--- src/sv/assert_macros.svh ---
// ----------------------------------------------------------------------------
// Assertion macros shared by the line rasterizer RTL
// Concurrent checks clocked on the rising edge, with and without reset gating.
// ----------------------------------------------------------------------------
`ifndef ASSERT_MACROS_SVH
`define ASSERT_MACROS_SVH

// check gated off while reset is asserted
`define MLR_ASSERT(lbl, clk, rst_n, prop) \
  lbl: assert property (@(posedge clk) disable iff (!rst_n) prop) \
    else $error("assertion failed");

// check that also holds during reset
`define MLR_ASSERT_ALWAYS(lbl, clk, prop) \
  lbl: assert property (@(posedge clk) prop) \
    else $error("assertion failed");

`endif

--- src/sv/mlr_pkg.sv ---
// ----------------------------------------------------------------------------
// mlr_pkg
// Types and constants shared by the midpoint line rasterizer modules.
// ----------------------------------------------------------------------------
`timescale 1ns / 1ps
`default_nettype none

package mlr_pkg;

  localparam int unsigned CoordW = 12;
  localparam int unsigned DecW   = 16;
  localparam int unsigned LeftW  = 13;

  typedef enum logic [0:0] {
    CMD_LOAD = 1'b0,
    CMD_STEP = 1'b1
  } mlr_cmd_e;

  // classified item handed from the front end to the back end
  typedef struct packed {
    mlr_cmd_e            cmd;
    logic [CoordW-1:0]   sx;
    logic [CoordW-1:0]   sy;
    logic                x_major;
    logic                major_neg;
    logic                minor_neg;
    logic [CoordW-1:0]   maj;
    logic [CoordW-1:0]   mnr;
  } mlr_item_t;

  typedef struct packed {
    logic [CoordW-1:0]   x;
    logic [CoordW-1:0]   y;
    logic                visible;
    logic                last;
  } mlr_pixel_t;

endpackage

`default_nettype wire

--- src/sv/mlr_fifo.sv ---
// ----------------------------------------------------------------------------
// mlr_fifo
// Small register FIFO used between the rasterizer stages and at the output.
// ----------------------------------------------------------------------------
`timescale 1ns / 1ps
`default_nettype none

`include "assert_macros.svh"

module mlr_fifo #(
  parameter int unsigned WIDTH = 8,
  parameter int unsigned DEPTH = 2   // at least 2
) (
  input  wire logic             clk_i,
  input  wire logic             rst_ni,
  input  wire logic             push_i,
  input  wire logic [WIDTH-1:0] wdata_i,
  output logic                  full_o,
  input  wire logic             pop_i,
  output logic [WIDTH-1:0]      rdata_o,
  output logic                  empty_o
);

  localparam int unsigned PtrW = $clog2(DEPTH);
  localparam int unsigned CntW = $clog2(DEPTH + 1);

  logic [WIDTH-1:0] mem_q [DEPTH];
  logic [PtrW-1:0]  wr_ptr_q, wr_ptr_d;
  logic [PtrW-1:0]  rd_ptr_q, rd_ptr_d;
  logic [CntW-1:0]  count_q, count_d;
  logic             wr_en, rd_en;

  assign full_o  = (count_q == CntW'(DEPTH));
  assign empty_o = (count_q == '0);
  assign rdata_o = mem_q[rd_ptr_q];
  assign wr_en   = push_i && !full_o;
  assign rd_en   = pop_i && !empty_o;

  always_comb begin
    wr_ptr_d = wr_ptr_q;
    rd_ptr_d = rd_ptr_q;
    count_d  = count_q;
    if (wr_en) begin
      wr_ptr_d = (wr_ptr_q == PtrW'(DEPTH - 1)) ? '0 : wr_ptr_q + 1'b1;
    end
    if (rd_en) begin
      rd_ptr_d = (rd_ptr_q == PtrW'(DEPTH - 1)) ? '0 : rd_ptr_q + 1'b1;
    end
    if (wr_en && !rd_en) begin
      count_d = count_q + 1'b1;
    end else if (rd_en && !wr_en) begin
      count_d = count_q - 1'b1;
    end
  end

  always_ff @(posedge clk_i or negedge rst_ni) begin
    if (!rst_ni) begin
      wr_ptr_q <= '0;
      rd_ptr_q <= '0;
      count_q  <= '0;
    end else begin
      wr_ptr_q <= wr_ptr_d;
      rd_ptr_q <= rd_ptr_d;
      count_q  <= count_d;
    end
  end

  always_ff @(posedge clk_i) begin
    if (wr_en) begin
      mem_q[wr_ptr_q] <= wdata_i;
    end
  end

  `MLR_ASSERT_ALWAYS(a_count_bound, clk_i, !rst_ni || count_q <= CntW'(DEPTH))
  `MLR_ASSERT(a_count_up, clk_i, rst_ni, (wr_en && !rd_en) |=> count_q == $past(count_q) + 1'b1)
  `MLR_ASSERT(a_ptr_gap, clk_i, rst_ni, (count_q == '0) |-> (wr_ptr_q == rd_ptr_q))

endmodule

`default_nettype wire

--- src/sv/mlr_front.sv ---
// ----------------------------------------------------------------------------
// mlr_front
// Classifies incoming items: for a load, finds the major axis and directions.
// ----------------------------------------------------------------------------
`timescale 1ns / 1ps
`default_nettype none

module mlr_front (
  input  wire logic             cmd_i,
  input  wire logic [11:0]      start_x_i,
  input  wire logic [11:0]      start_y_i,
  input  wire logic [11:0]      end_x_i,
  input  wire logic [11:0]      end_y_i,
  output mlr_pkg::mlr_item_t    item_o
);

  logic signed [12:0] dx, dy;
  logic        [12:0] ax, ay;
  logic               x_major;

  assign dx = $signed({end_x_i[11], end_x_i}) - $signed({start_x_i[11], start_x_i});
  assign dy = $signed({end_y_i[11], end_y_i}) - $signed({start_y_i[11], start_y_i});
  assign ax = dx[12] ? 13'(-dx) : 13'(dx);
  assign ay = dy[12] ? 13'(-dy) : 13'(dy);

  // ties go to x
  assign x_major = (ax >= ay);

  always_comb begin
    item_o.cmd       = mlr_pkg::mlr_cmd_e'(cmd_i);
    item_o.sx        = start_x_i;
    item_o.sy        = start_y_i;
    item_o.x_major   = x_major;
    item_o.major_neg = x_major ? dx[12] : dy[12];
    item_o.minor_neg = x_major ? dy[12] : dx[12];
    item_o.maj       = x_major ? ax[11:0] : ay[11:0];
    item_o.mnr       = x_major ? ay[11:0] : ax[11:0];
  end

endmodule

`default_nettype wire

--- src/sv/mlr_back.sv ---
// ----------------------------------------------------------------------------
// mlr_back
// Line walker: holds the line state and emits one pixel per step item.
// ----------------------------------------------------------------------------
`timescale 1ns / 1ps
`default_nettype none

`include "assert_macros.svh"

module mlr_back #(
  parameter int unsigned SCREEN_WIDTH  = 1920,
  parameter int unsigned SCREEN_HEIGHT = 1080
) (
  input  wire logic              clk_i,
  input  wire logic              rst_ni,
  input  mlr_pkg::mlr_item_t     item_i,
  input  wire logic              item_avail_i,
  output logic                   item_take_o,
  output mlr_pkg::mlr_pixel_t    pixel_o,
  output logic                   pixel_push_o,
  input  wire logic              pixel_full_i
);

  localparam logic signed [11:0] XMax = 12'(SCREEN_WIDTH - 1);
  localparam logic signed [11:0] YMax = 12'(SCREEN_HEIGHT - 1);

  logic [11:0] cur_x_q, cur_x_d;
  logic [11:0] cur_y_q, cur_y_d;
  logic [15:0] dec_q, dec_d;
  logic [15:0] inc_major_q, inc_major_d;
  logic [15:0] inc_both_q, inc_both_d;
  logic [12:0] left_q, left_d;
  logic        x_major_q, x_major_d;
  logic        major_neg_q, major_neg_d;
  logic        minor_neg_q, minor_neg_d;

  logic        is_load, is_step;
  logic [15:0] two_mnr;
  logic        step_minor;
  logic [11:0] x_major_step, y_major_step, x_minor_step, y_minor_step;

  assign item_take_o  = item_avail_i && !pixel_full_i;
  assign is_load      = item_take_o && (item_i.cmd == mlr_pkg::CMD_LOAD);
  assign is_step      = item_take_o && (item_i.cmd == mlr_pkg::CMD_STEP);
  assign pixel_push_o = is_step && (left_q != '0);

  assign two_mnr    = {3'b000, item_i.mnr, 1'b0};
  assign step_minor = !dec_q[15];

  assign x_major_step = major_neg_q ? cur_x_q - 1'b1 : cur_x_q + 1'b1;
  assign y_major_step = major_neg_q ? cur_y_q - 1'b1 : cur_y_q + 1'b1;
  assign x_minor_step = minor_neg_q ? cur_x_q - 1'b1 : cur_x_q + 1'b1;
  assign y_minor_step = minor_neg_q ? cur_y_q - 1'b1 : cur_y_q + 1'b1;

  always_comb begin
    pixel_o.x       = cur_x_q;
    pixel_o.y       = cur_y_q;
    pixel_o.visible = ($signed(cur_x_q) >= 12'sd1) && ($signed(cur_x_q) <= XMax) &&
                      ($signed(cur_y_q) >= 12'sd1) && ($signed(cur_y_q) <= YMax);
    pixel_o.last    = (left_q == 13'd1);
  end

  always_comb begin
    cur_x_d     = cur_x_q;
    cur_y_d     = cur_y_q;
    dec_d       = dec_q;
    inc_major_d = inc_major_q;
    inc_both_d  = inc_both_q;
    left_d      = left_q;
    x_major_d   = x_major_q;
    major_neg_d = major_neg_q;
    minor_neg_d = minor_neg_q;
    if (is_load) begin
      cur_x_d     = item_i.sx;
      cur_y_d     = item_i.sy;
      dec_d       = two_mnr - {4'b0000, item_i.maj};
      inc_major_d = two_mnr;
      inc_both_d  = two_mnr - {3'b000, item_i.maj, 1'b0};
      left_d      = {1'b0, item_i.maj};
      x_major_d   = item_i.x_major;
      major_neg_d = item_i.major_neg;
      minor_neg_d = item_i.minor_neg;
    end else if (pixel_push_o) begin
      // major axis always moves; minor moves when the midpoint is passed
      if (x_major_q) begin
        cur_x_d = x_major_step;
        if (step_minor) begin
          cur_y_d = y_minor_step;
        end
      end else begin
        cur_y_d = y_major_step;
        if (step_minor) begin
          cur_x_d = x_minor_step;
        end
      end
      dec_d  = dec_q + (step_minor ? inc_both_q : inc_major_q);
      left_d = left_q - 1'b1;
    end
  end

  always_ff @(posedge clk_i or negedge rst_ni) begin
    if (!rst_ni) begin
      cur_x_q     <= '0;
      cur_y_q     <= '0;
      dec_q       <= '0;
      inc_major_q <= '0;
      inc_both_q  <= '0;
      left_q      <= '0;
      x_major_q   <= 1'b1;
      major_neg_q <= 1'b0;
      minor_neg_q <= 1'b0;
    end else begin
      cur_x_q     <= cur_x_d;
      cur_y_q     <= cur_y_d;
      dec_q       <= dec_d;
      inc_major_q <= inc_major_d;
      inc_both_q  <= inc_both_d;
      left_q      <= left_d;
      x_major_q   <= x_major_d;
      major_neg_q <= major_neg_d;
      minor_neg_q <= minor_neg_d;
    end
  end

  `MLR_ASSERT(a_load_count, clk_i, rst_ni, is_load |=> left_q == {1'b0, $past(item_i.maj)})
  `MLR_ASSERT(a_step_count, clk_i, rst_ni, pixel_push_o |=> left_q == $past(left_q) - 1'b1)
  `MLR_ASSERT(a_no_take_full, clk_i, rst_ni, pixel_full_i |-> !item_take_o)

endmodule

`default_nettype wire

--- src/sv/midpoint_line_rasterizer_unit.sv ---
// ----------------------------------------------------------------------------
// midpoint_line_rasterizer_unit
// Midpoint line rasterizer with queue-style command input and pixel output.
// ----------------------------------------------------------------------------
// Input channel: an item is taken on a rising edge with push high and full
// low. cmd_i = 0 loads a line from (start_x_i, start_y_i) to (end_x_i,
// end_y_i); cmd_i = 1 asks for the next pixel of the current line.
// Output channel: while empty is low the oldest pixel sits on pixel_x_o,
// pixel_y_o, visible_o and last_pixel_o; it is taken on an edge with pop high.
// The start point is the first pixel, the end point is never drawn, and a
// step with no pixels left yields nothing. Loads yield nothing either.
// Throughput: one item per cycle while the output queue is not full, set by
// the back end's combinational add-and-compare step. Path: a step lands in
// the command queue, then the line walker writes its pixel into the output
// queue, from which it shows on the output.
// Reset clears both queues and the line state; no line is in progress.
// If the receiver stops popping, the two-entry output queue fills, the line
// walker holds, the two-entry command queue fills and full goes high.
// ----------------------------------------------------------------------------
`timescale 1ns / 1ps
`default_nettype none

module midpoint_line_rasterizer_unit #(
  parameter int unsigned SCREEN_WIDTH  = 1920,
  parameter int unsigned SCREEN_HEIGHT = 1080
) (
  input  wire logic        clk_i,
  input  wire logic        rst_ni,
  input  wire logic        push,
  output logic             full,
  input  wire logic        cmd_i,
  input  wire logic [11:0] start_x_i,
  input  wire logic [11:0] start_y_i,
  input  wire logic [11:0] end_x_i,
  input  wire logic [11:0] end_y_i,
  output logic             empty,
  input  wire logic        pop,
  output logic [11:0]      pixel_x_o,
  output logic [11:0]      pixel_y_o,
  output logic             visible_o,
  output logic             last_pixel_o
);

  localparam int unsigned ItemW  = $bits(mlr_pkg::mlr_item_t);
  localparam int unsigned PixelW = $bits(mlr_pkg::mlr_pixel_t);

  mlr_pkg::mlr_item_t  front_item, back_item;
  mlr_pkg::mlr_pixel_t back_pixel, out_pixel;
  logic                cmdq_empty, item_take;
  logic                pix_push, pix_full;

  mlr_front u_front (
    .cmd_i     (cmd_i),
    .start_x_i (start_x_i),
    .start_y_i (start_y_i),
    .end_x_i   (end_x_i),
    .end_y_i   (end_y_i),
    .item_o    (front_item)
  );

  mlr_fifo #(
    .WIDTH (ItemW),
    .DEPTH (2)
  ) u_cmd_q (
    .clk_i   (clk_i),
    .rst_ni  (rst_ni),
    .push_i  (push),
    .wdata_i (front_item),
    .full_o  (full),
    .pop_i   (item_take),
    .rdata_o (back_item),
    .empty_o (cmdq_empty)
  );

  mlr_back #(
    .SCREEN_WIDTH  (SCREEN_WIDTH),
    .SCREEN_HEIGHT (SCREEN_HEIGHT)
  ) u_back (
    .clk_i        (clk_i),
    .rst_ni       (rst_ni),
    .item_i       (back_item),
    .item_avail_i (!cmdq_empty),
    .item_take_o  (item_take),
    .pixel_o      (back_pixel),
    .pixel_push_o (pix_push),
    .pixel_full_i (pix_full)
  );

  mlr_fifo #(
    .WIDTH (PixelW),
    .DEPTH (2)
  ) u_pix_q (
    .clk_i   (clk_i),
    .rst_ni  (rst_ni),
    .push_i  (pix_push),
    .wdata_i (back_pixel),
    .full_o  (pix_full),
    .pop_i   (pop),
    .rdata_o (out_pixel),
    .empty_o (empty)
  );

  assign pixel_x_o    = out_pixel.x;
  assign pixel_y_o    = out_pixel.y;
  assign visible_o    = out_pixel.visible;
  assign last_pixel_o = out_pixel.last;

endmodule

`default_nettype wire
--- config.mk ---
export PLATFORM = sky130hd
export DESIGN_NAME = midpoint_line_rasterizer_unit
export DESIGN_NICKNAME = d
export VERILOG_FILES = /design/src/sv/mlr_pkg.sv /design/src/sv/mlr_fifo.sv /design/src/sv/mlr_front.sv /design/src/sv/mlr_back.sv /design/src/sv/midpoint_line_rasterizer_unit.sv
export VERILOG_INCLUDE_DIRS = /design/src /design/src/sv
export SDC_FILE = /design/constraint.sdc
export NUM_CORES = 1
export LEC_CHECK = 0
export BUFFER_PORTS_ARGS = -buffer_cell sky130_fd_sc_hd__buf_4
export CORE_UTILIZATION = 40
export DETAILED_ROUTE_END_ITERATION = 10
export PLACE_DENSITY = 0.6
export SYNTH_ARGS = -nofsm -noshare
export SYNTH_HDL_FRONTEND = slang
export SYNTH_SLANG_ARGS = --single-unit
--- constraint.sdc ---
create_clock -name clk_i -period 8.1 [get_ports clk_i]
set_input_delay 1.215 -clock clk_i [delete_from_list [all_inputs] [get_ports clk_i]]
set_output_delay 1.215 -clock clk_i [all_outputs]
set_load 0.05 [all_outputs]
==> results.md <==
- run status: complete, no violations
- Worst setup EP type: register
- top cell type's share of synthesized area: 32.7%
- final hold viol count: 0
- worst ir drop on vdd: 0.228 mV
- TritonRoute pass-1 iters: 5
- proportion of synthesized area in mux cells: 8.42%
- Leak: 6.73 nW
- post-synthesis xor/xnor area fraction: 5.88%
- achievable frequency: 160 MHz
- Compound-Gate Fraction of Synth Area: 12.5%
- largest family of logic cells by synthesized area: simple AND/OR/NAND/NOR gates
- FILL cells: 3216
- area growth from synthesis to final layout: 14.2%
- FF-to-FF setup slack: 4180 ps
- commonest cells after routing, fill and taps aside: 156 x sky130_fd_sc_hd__edfxtp_1, 122 x sky130_fd_sc_hd__nand2_1, 100 x sky130_fd_sc_hd__nor2_1, 92 x sky130_fd_sc_hd__buf_4, 87 x sky130_fd_sc_hd__ha_1
- buffer depth of the longest clock path: 3
- via count: 10173
- wire length of the first global-routing pass: 54500 um
- DRC marker count from the first detailed-route iteration: 644
- area taken by flip-flops and latches: 6890 um^2
- number of antenna violations at the first check in global routing: 2
- worst reg2reg endpoint: u_back.inc_both_q[11]
- sequential power share: 29.6%
- die height: 191 um
- Final TNS setup: 0 ps
- synth warn: 0
- hold_buf cts: 0
- share of power burned in the clock network: 16.9%
- Final Setup Violations: 0
- clock latency of the later-clocked register in the worst-skew pair: 550 ps
- net switching power: 0.00337 W
- number of buffers and inverters on the critical path: 2
- count of input and output buffers: 80
- number of different library cells in the post-synthesis netlist: 75
- proportion of synthesized chip area in sequential cells: 48.1%
- Netlist Area Pre-Place: 14300 um^2
- delay of the slowest cell on the worst path: 620 ps
- Clk Tree Root Cell: sky130_fd_sc_hd__clkbuf_16
- starting density of the core: 41.0%
- WP data required: 8340 ps
- Simple-Gate Fraction of Synth Area: 13.4%
- type of the worst min-delay path: reg -> reg
- Worst Hold Depth: 2
- power per cell area: 475 nW/um^2
- startpoint of the worst hold path: u_back.inc_major_q[6]
- clock buffers created by TritonCTS: 27
- layout cells sized above 1: 14.7%
- startpoint class of the critical path: primary input
- site row count: 68
- area of the multi-input gates: 6960 um^2
- DRC: 0
- total of flip-flops plus latches after synthesis: 244
- most instantiated flip-flop cell in the synthesis netlist: sky130_fd_sc_hd__edfxtp_1
- vias in the first global route: 9832
- Cell Chain, Critical Path: buf_4 -> ha_1 -> fa_1 -> nand2b_1 -> a21oi_1 -> o311a_4 -> o211ai_1 -> a21oi_1 -> a21oi_1 -> xor2_1 -> ha_1 -> a21o_1 -> a21o_1 -> a211o_1 -> o221ai_1 -> a21o_1 -> inv_1 -> a211oi_1 -> a221oi_1
- cell type with the largest total area after synthesis: sky130_fd_sc_hd__edfxtp_1
- fraction of power consumed by combinational cells: 53.4%
- chip width: 191 um
- Max Fanout on Critical Path: 21
- Post-Place Cell Area: 15400 um^2
- worst hold-check slack: 469 ps
- Crit-path slowest cell: sky130_fd_sc_hd__a21oi_1
- Post-Synth Adder-Cell Area: 8.31%
- post-synth net total: 1496
- unrepaired setup endpoints after global routing: no
- maximum number of pins on one net before global-route repair: 64
- TritonCTS clock tree: done
- syn avg cell area: 10.6 um^2
- GRT Total Usage: 18.9%
- final weighted congestion in routability-driven placement: 0.884
- switching part of the total power: 43.4%
- worst flop-to-flop path startpoint: u_cmd_q.rd_ptr_q
- crit path DAT: 6480 ps
- fin worst setup slack: 1870 ps
- worst setup path end: u_cmd_q.mem_q[1][23]
- final worst clock skew: 15.3 ps
- total detailed-routing wirelength: 33800 um
- family of cells with the greatest summed delay on the critical path: compound AO/OA/AOI/OAI gates
- number of levels in the clock H-tree: 1
- total stage count of the critical path: 19
- class of the most critical setup path: in -> reg
- Int Pwr: 0.00439 W
- transition time at the pin with the least slew margin: 1130 ps
- post-cts gate resize count: 0
- min Tclk post-route: 6230 ps
- final period utilization: 76.9%
- worst reg2reg path depth: 12
- number of max-cap violations: 0
- Diodes inserted: 0
- post-place setup slack: 1410 ps
- core area: 34900 um^2
- clock edge transition at the registers on the reported setup and hold paths: 60 ps
- fraction of registers with async set or reset after synthesis: 36.1%
- DR WL/cell: 17.9 um
- antenna-violating nets left: 0
- final net count: 1565
- final cell area excluding filler cells: 16300 um^2
- global route total overflow: 0
- worst-case headroom to the max-slew limit: 24.2%
- HPWL reported at the end of detailed placement: 24600 um
- Cells after Synth: 1351
- die area: 36500 um^2
- total setup buffers inserted after CTS: 0
- Num Clock Sinks: 244
- most common library cell in the layout ignoring fill and taps: sky130_fd_sc_hd__edfxtp_1
- number of synthesized flops with an enable pin: 156
- number of pins with negative max-slew slack in the final report: 0
- top post-synthesis cells by area: sky130_fd_sc_hd__edfxtp_1 33%, sky130_fd_sc_hd__dfrtp_1 15%, sky130_fd_sc_hd__ha_1 7.6%, sky130_fd_sc_hd__mux2i_1 4.4%, sky130_fd_sc_hd__mux2_2 4.0%
- Ports: 81
- DR vias/cell: 5.37
- Worst setup startpoint: start_y_i[0]
[state kept, by name (all words and copies together), names as in the netlist, 2 cells and up]
| signal | flops |
|---|---|
| u_back.cur_x_q | 12 |
| u_cmd_q.mem_q | 104 |
| u_pix_q.count_q | 2 |
| u_back.inc_major_q | 12 |
| u_back.dec_q | 15 |
| u_pix_q.mem_q | 52 |
| u_back.cur_y_q | 12 |
| u_cmd_q.count_q | 2 |
| u_back.inc_both_q | 13 |
| u_back.left_q | 13 |
[final cells by class]
cell class	instances	share of cell area, %
clock buffer	28	4.16
clock inverter	20	1.68
inverter	75	1.72
multi-input combinational	980	42.6
sequential	244	42.1
tap	455	3.48
timing repair buffer	92	4.22
[synth_stat cells (8+ instances only)]
master,number
sky130_fd_sc_hd__xor2_1,46
sky130_fd_sc_hd__nand2b_1,12
sky130_fd_sc_hd__o22ai_1,9
sky130_fd_sc_hd__a31oi_1,10
sky130_fd_sc_hd__xnor2_1,50
sky130_fd_sc_hd__clkbuf_1,40
sky130_fd_sc_hd__dfrtp_1,87
sky130_fd_sc_hd__nor2_1,102
sky130_fd_sc_hd__o21ai_0,67
sky130_fd_sc_hd__mux2_2,51
sky130_fd_sc_hd__a21oi_1,82
sky130_fd_sc_hd__edfxtp_1,156
sky130_fd_sc_hd__or2_2,9
sky130_fd_sc_hd__or4_1,8
sky130_fd_sc_hd__a21o_1,16
sky130_fd_sc_hd__nand4_1,13
sky130_fd_sc_hd__o211ai_1,14
sky130_fd_sc_hd__nor4_1,13
sky130_fd_sc_hd__nand2_1,122
sky130_fd_sc_hd__o221ai_1,8
sky130_fd_sc_hd__o31ai_1,10
sky130_fd_sc_hd__mux2i_1,63
sky130_fd_sc_hd__or3_1,16
sky130_fd_sc_hd__inv_1,75
sky130_fd_sc_hd__ha_1,87
sky130_fd_sc_hd__a211oi_1,14
sky130_fd_sc_hd__nor3_1,35
sky130_fd_sc_hd__nor2b_1,18
sky130_fd_sc_hd__nand3_1,20
[power by group through the flow]
stage	Combinational (W)	Clock (W)	Sequential, W
final	0.00415	0.00132	0.00230
after global routing	0.00464	0.00139	0.00237
after CTS	0.00418	0.00135	0.00230
after detailed placement	0.00415	0	0.00232
after global placement	0.00409	0	0.00230
after floorplan	0.00323	0	0.00218
[stage by stage]
step,instances,power (W),util (%)
2_1_floorplan,1351,0.00541,-
5_1_grt,1894,0.00840,46.9
6_report,1894,0.00776,46.9
4_1_cts,1894,0.00782,46.9
3_3_place_gp,1846,0.00639,44.1
3_5_place_dp,1846,0.00647,44.1
[worst reg2reg max path: stages, from the launching register on]
cell,delay [ps]
sky130_fd_sc_hd__dfrtp_2,650
sky130_fd_sc_hd__mux2i_1,600
sky130_fd_sc_hd__inv_1,160
sky130_fd_sc_hd__ha_1,250
sky130_fd_sc_hd__fa_1,410
sky130_fd_sc_hd__nor2b_1,150
sky130_fd_sc_hd__o21ai_0,130
sky130_fd_sc_hd__a21boi_0,250
sky130_fd_sc_hd__o21ai_0,140
sky130_fd_sc_hd__a21boi_0,410
sky130_fd_sc_hd__o211ai_1,200
sky130_fd_sc_hd__a21boi_0,290
sky130_fd_sc_hd__a21oi_1,110
[how the worst min path moves through the flow]
stage	end
finish	u_back.inc_major_q[6]
global route	u_back.inc_major_q[6]
CTS	u_back.inc_major_q[6]
detailed placement	u_back.inc_major_q[6]
global placement	u_back.inc_major_q[12]
floorplan	u_back.inc_major_q[8]
[kinds of logic (layout without fill, tap and decap cells)]
logic type	after synthesis	in the layout
simple gates	397	397
buf+inv	127	215
flops	244	244
xor+xnor	96	96
compound gates	281	281
fa+ha+maj	92	92
mux	114	114
[metal layers]
metal  vias up  track usage [%]  routed length [um]
met2       233             29.7               15100
met3        31             1.87                1440
li1       5074                -                   -
met1      4835             28.1               16700
met4         0             4.03                 570
met5         -                0                   0
No activity file was read; power rests on OpenSTA's default activity.
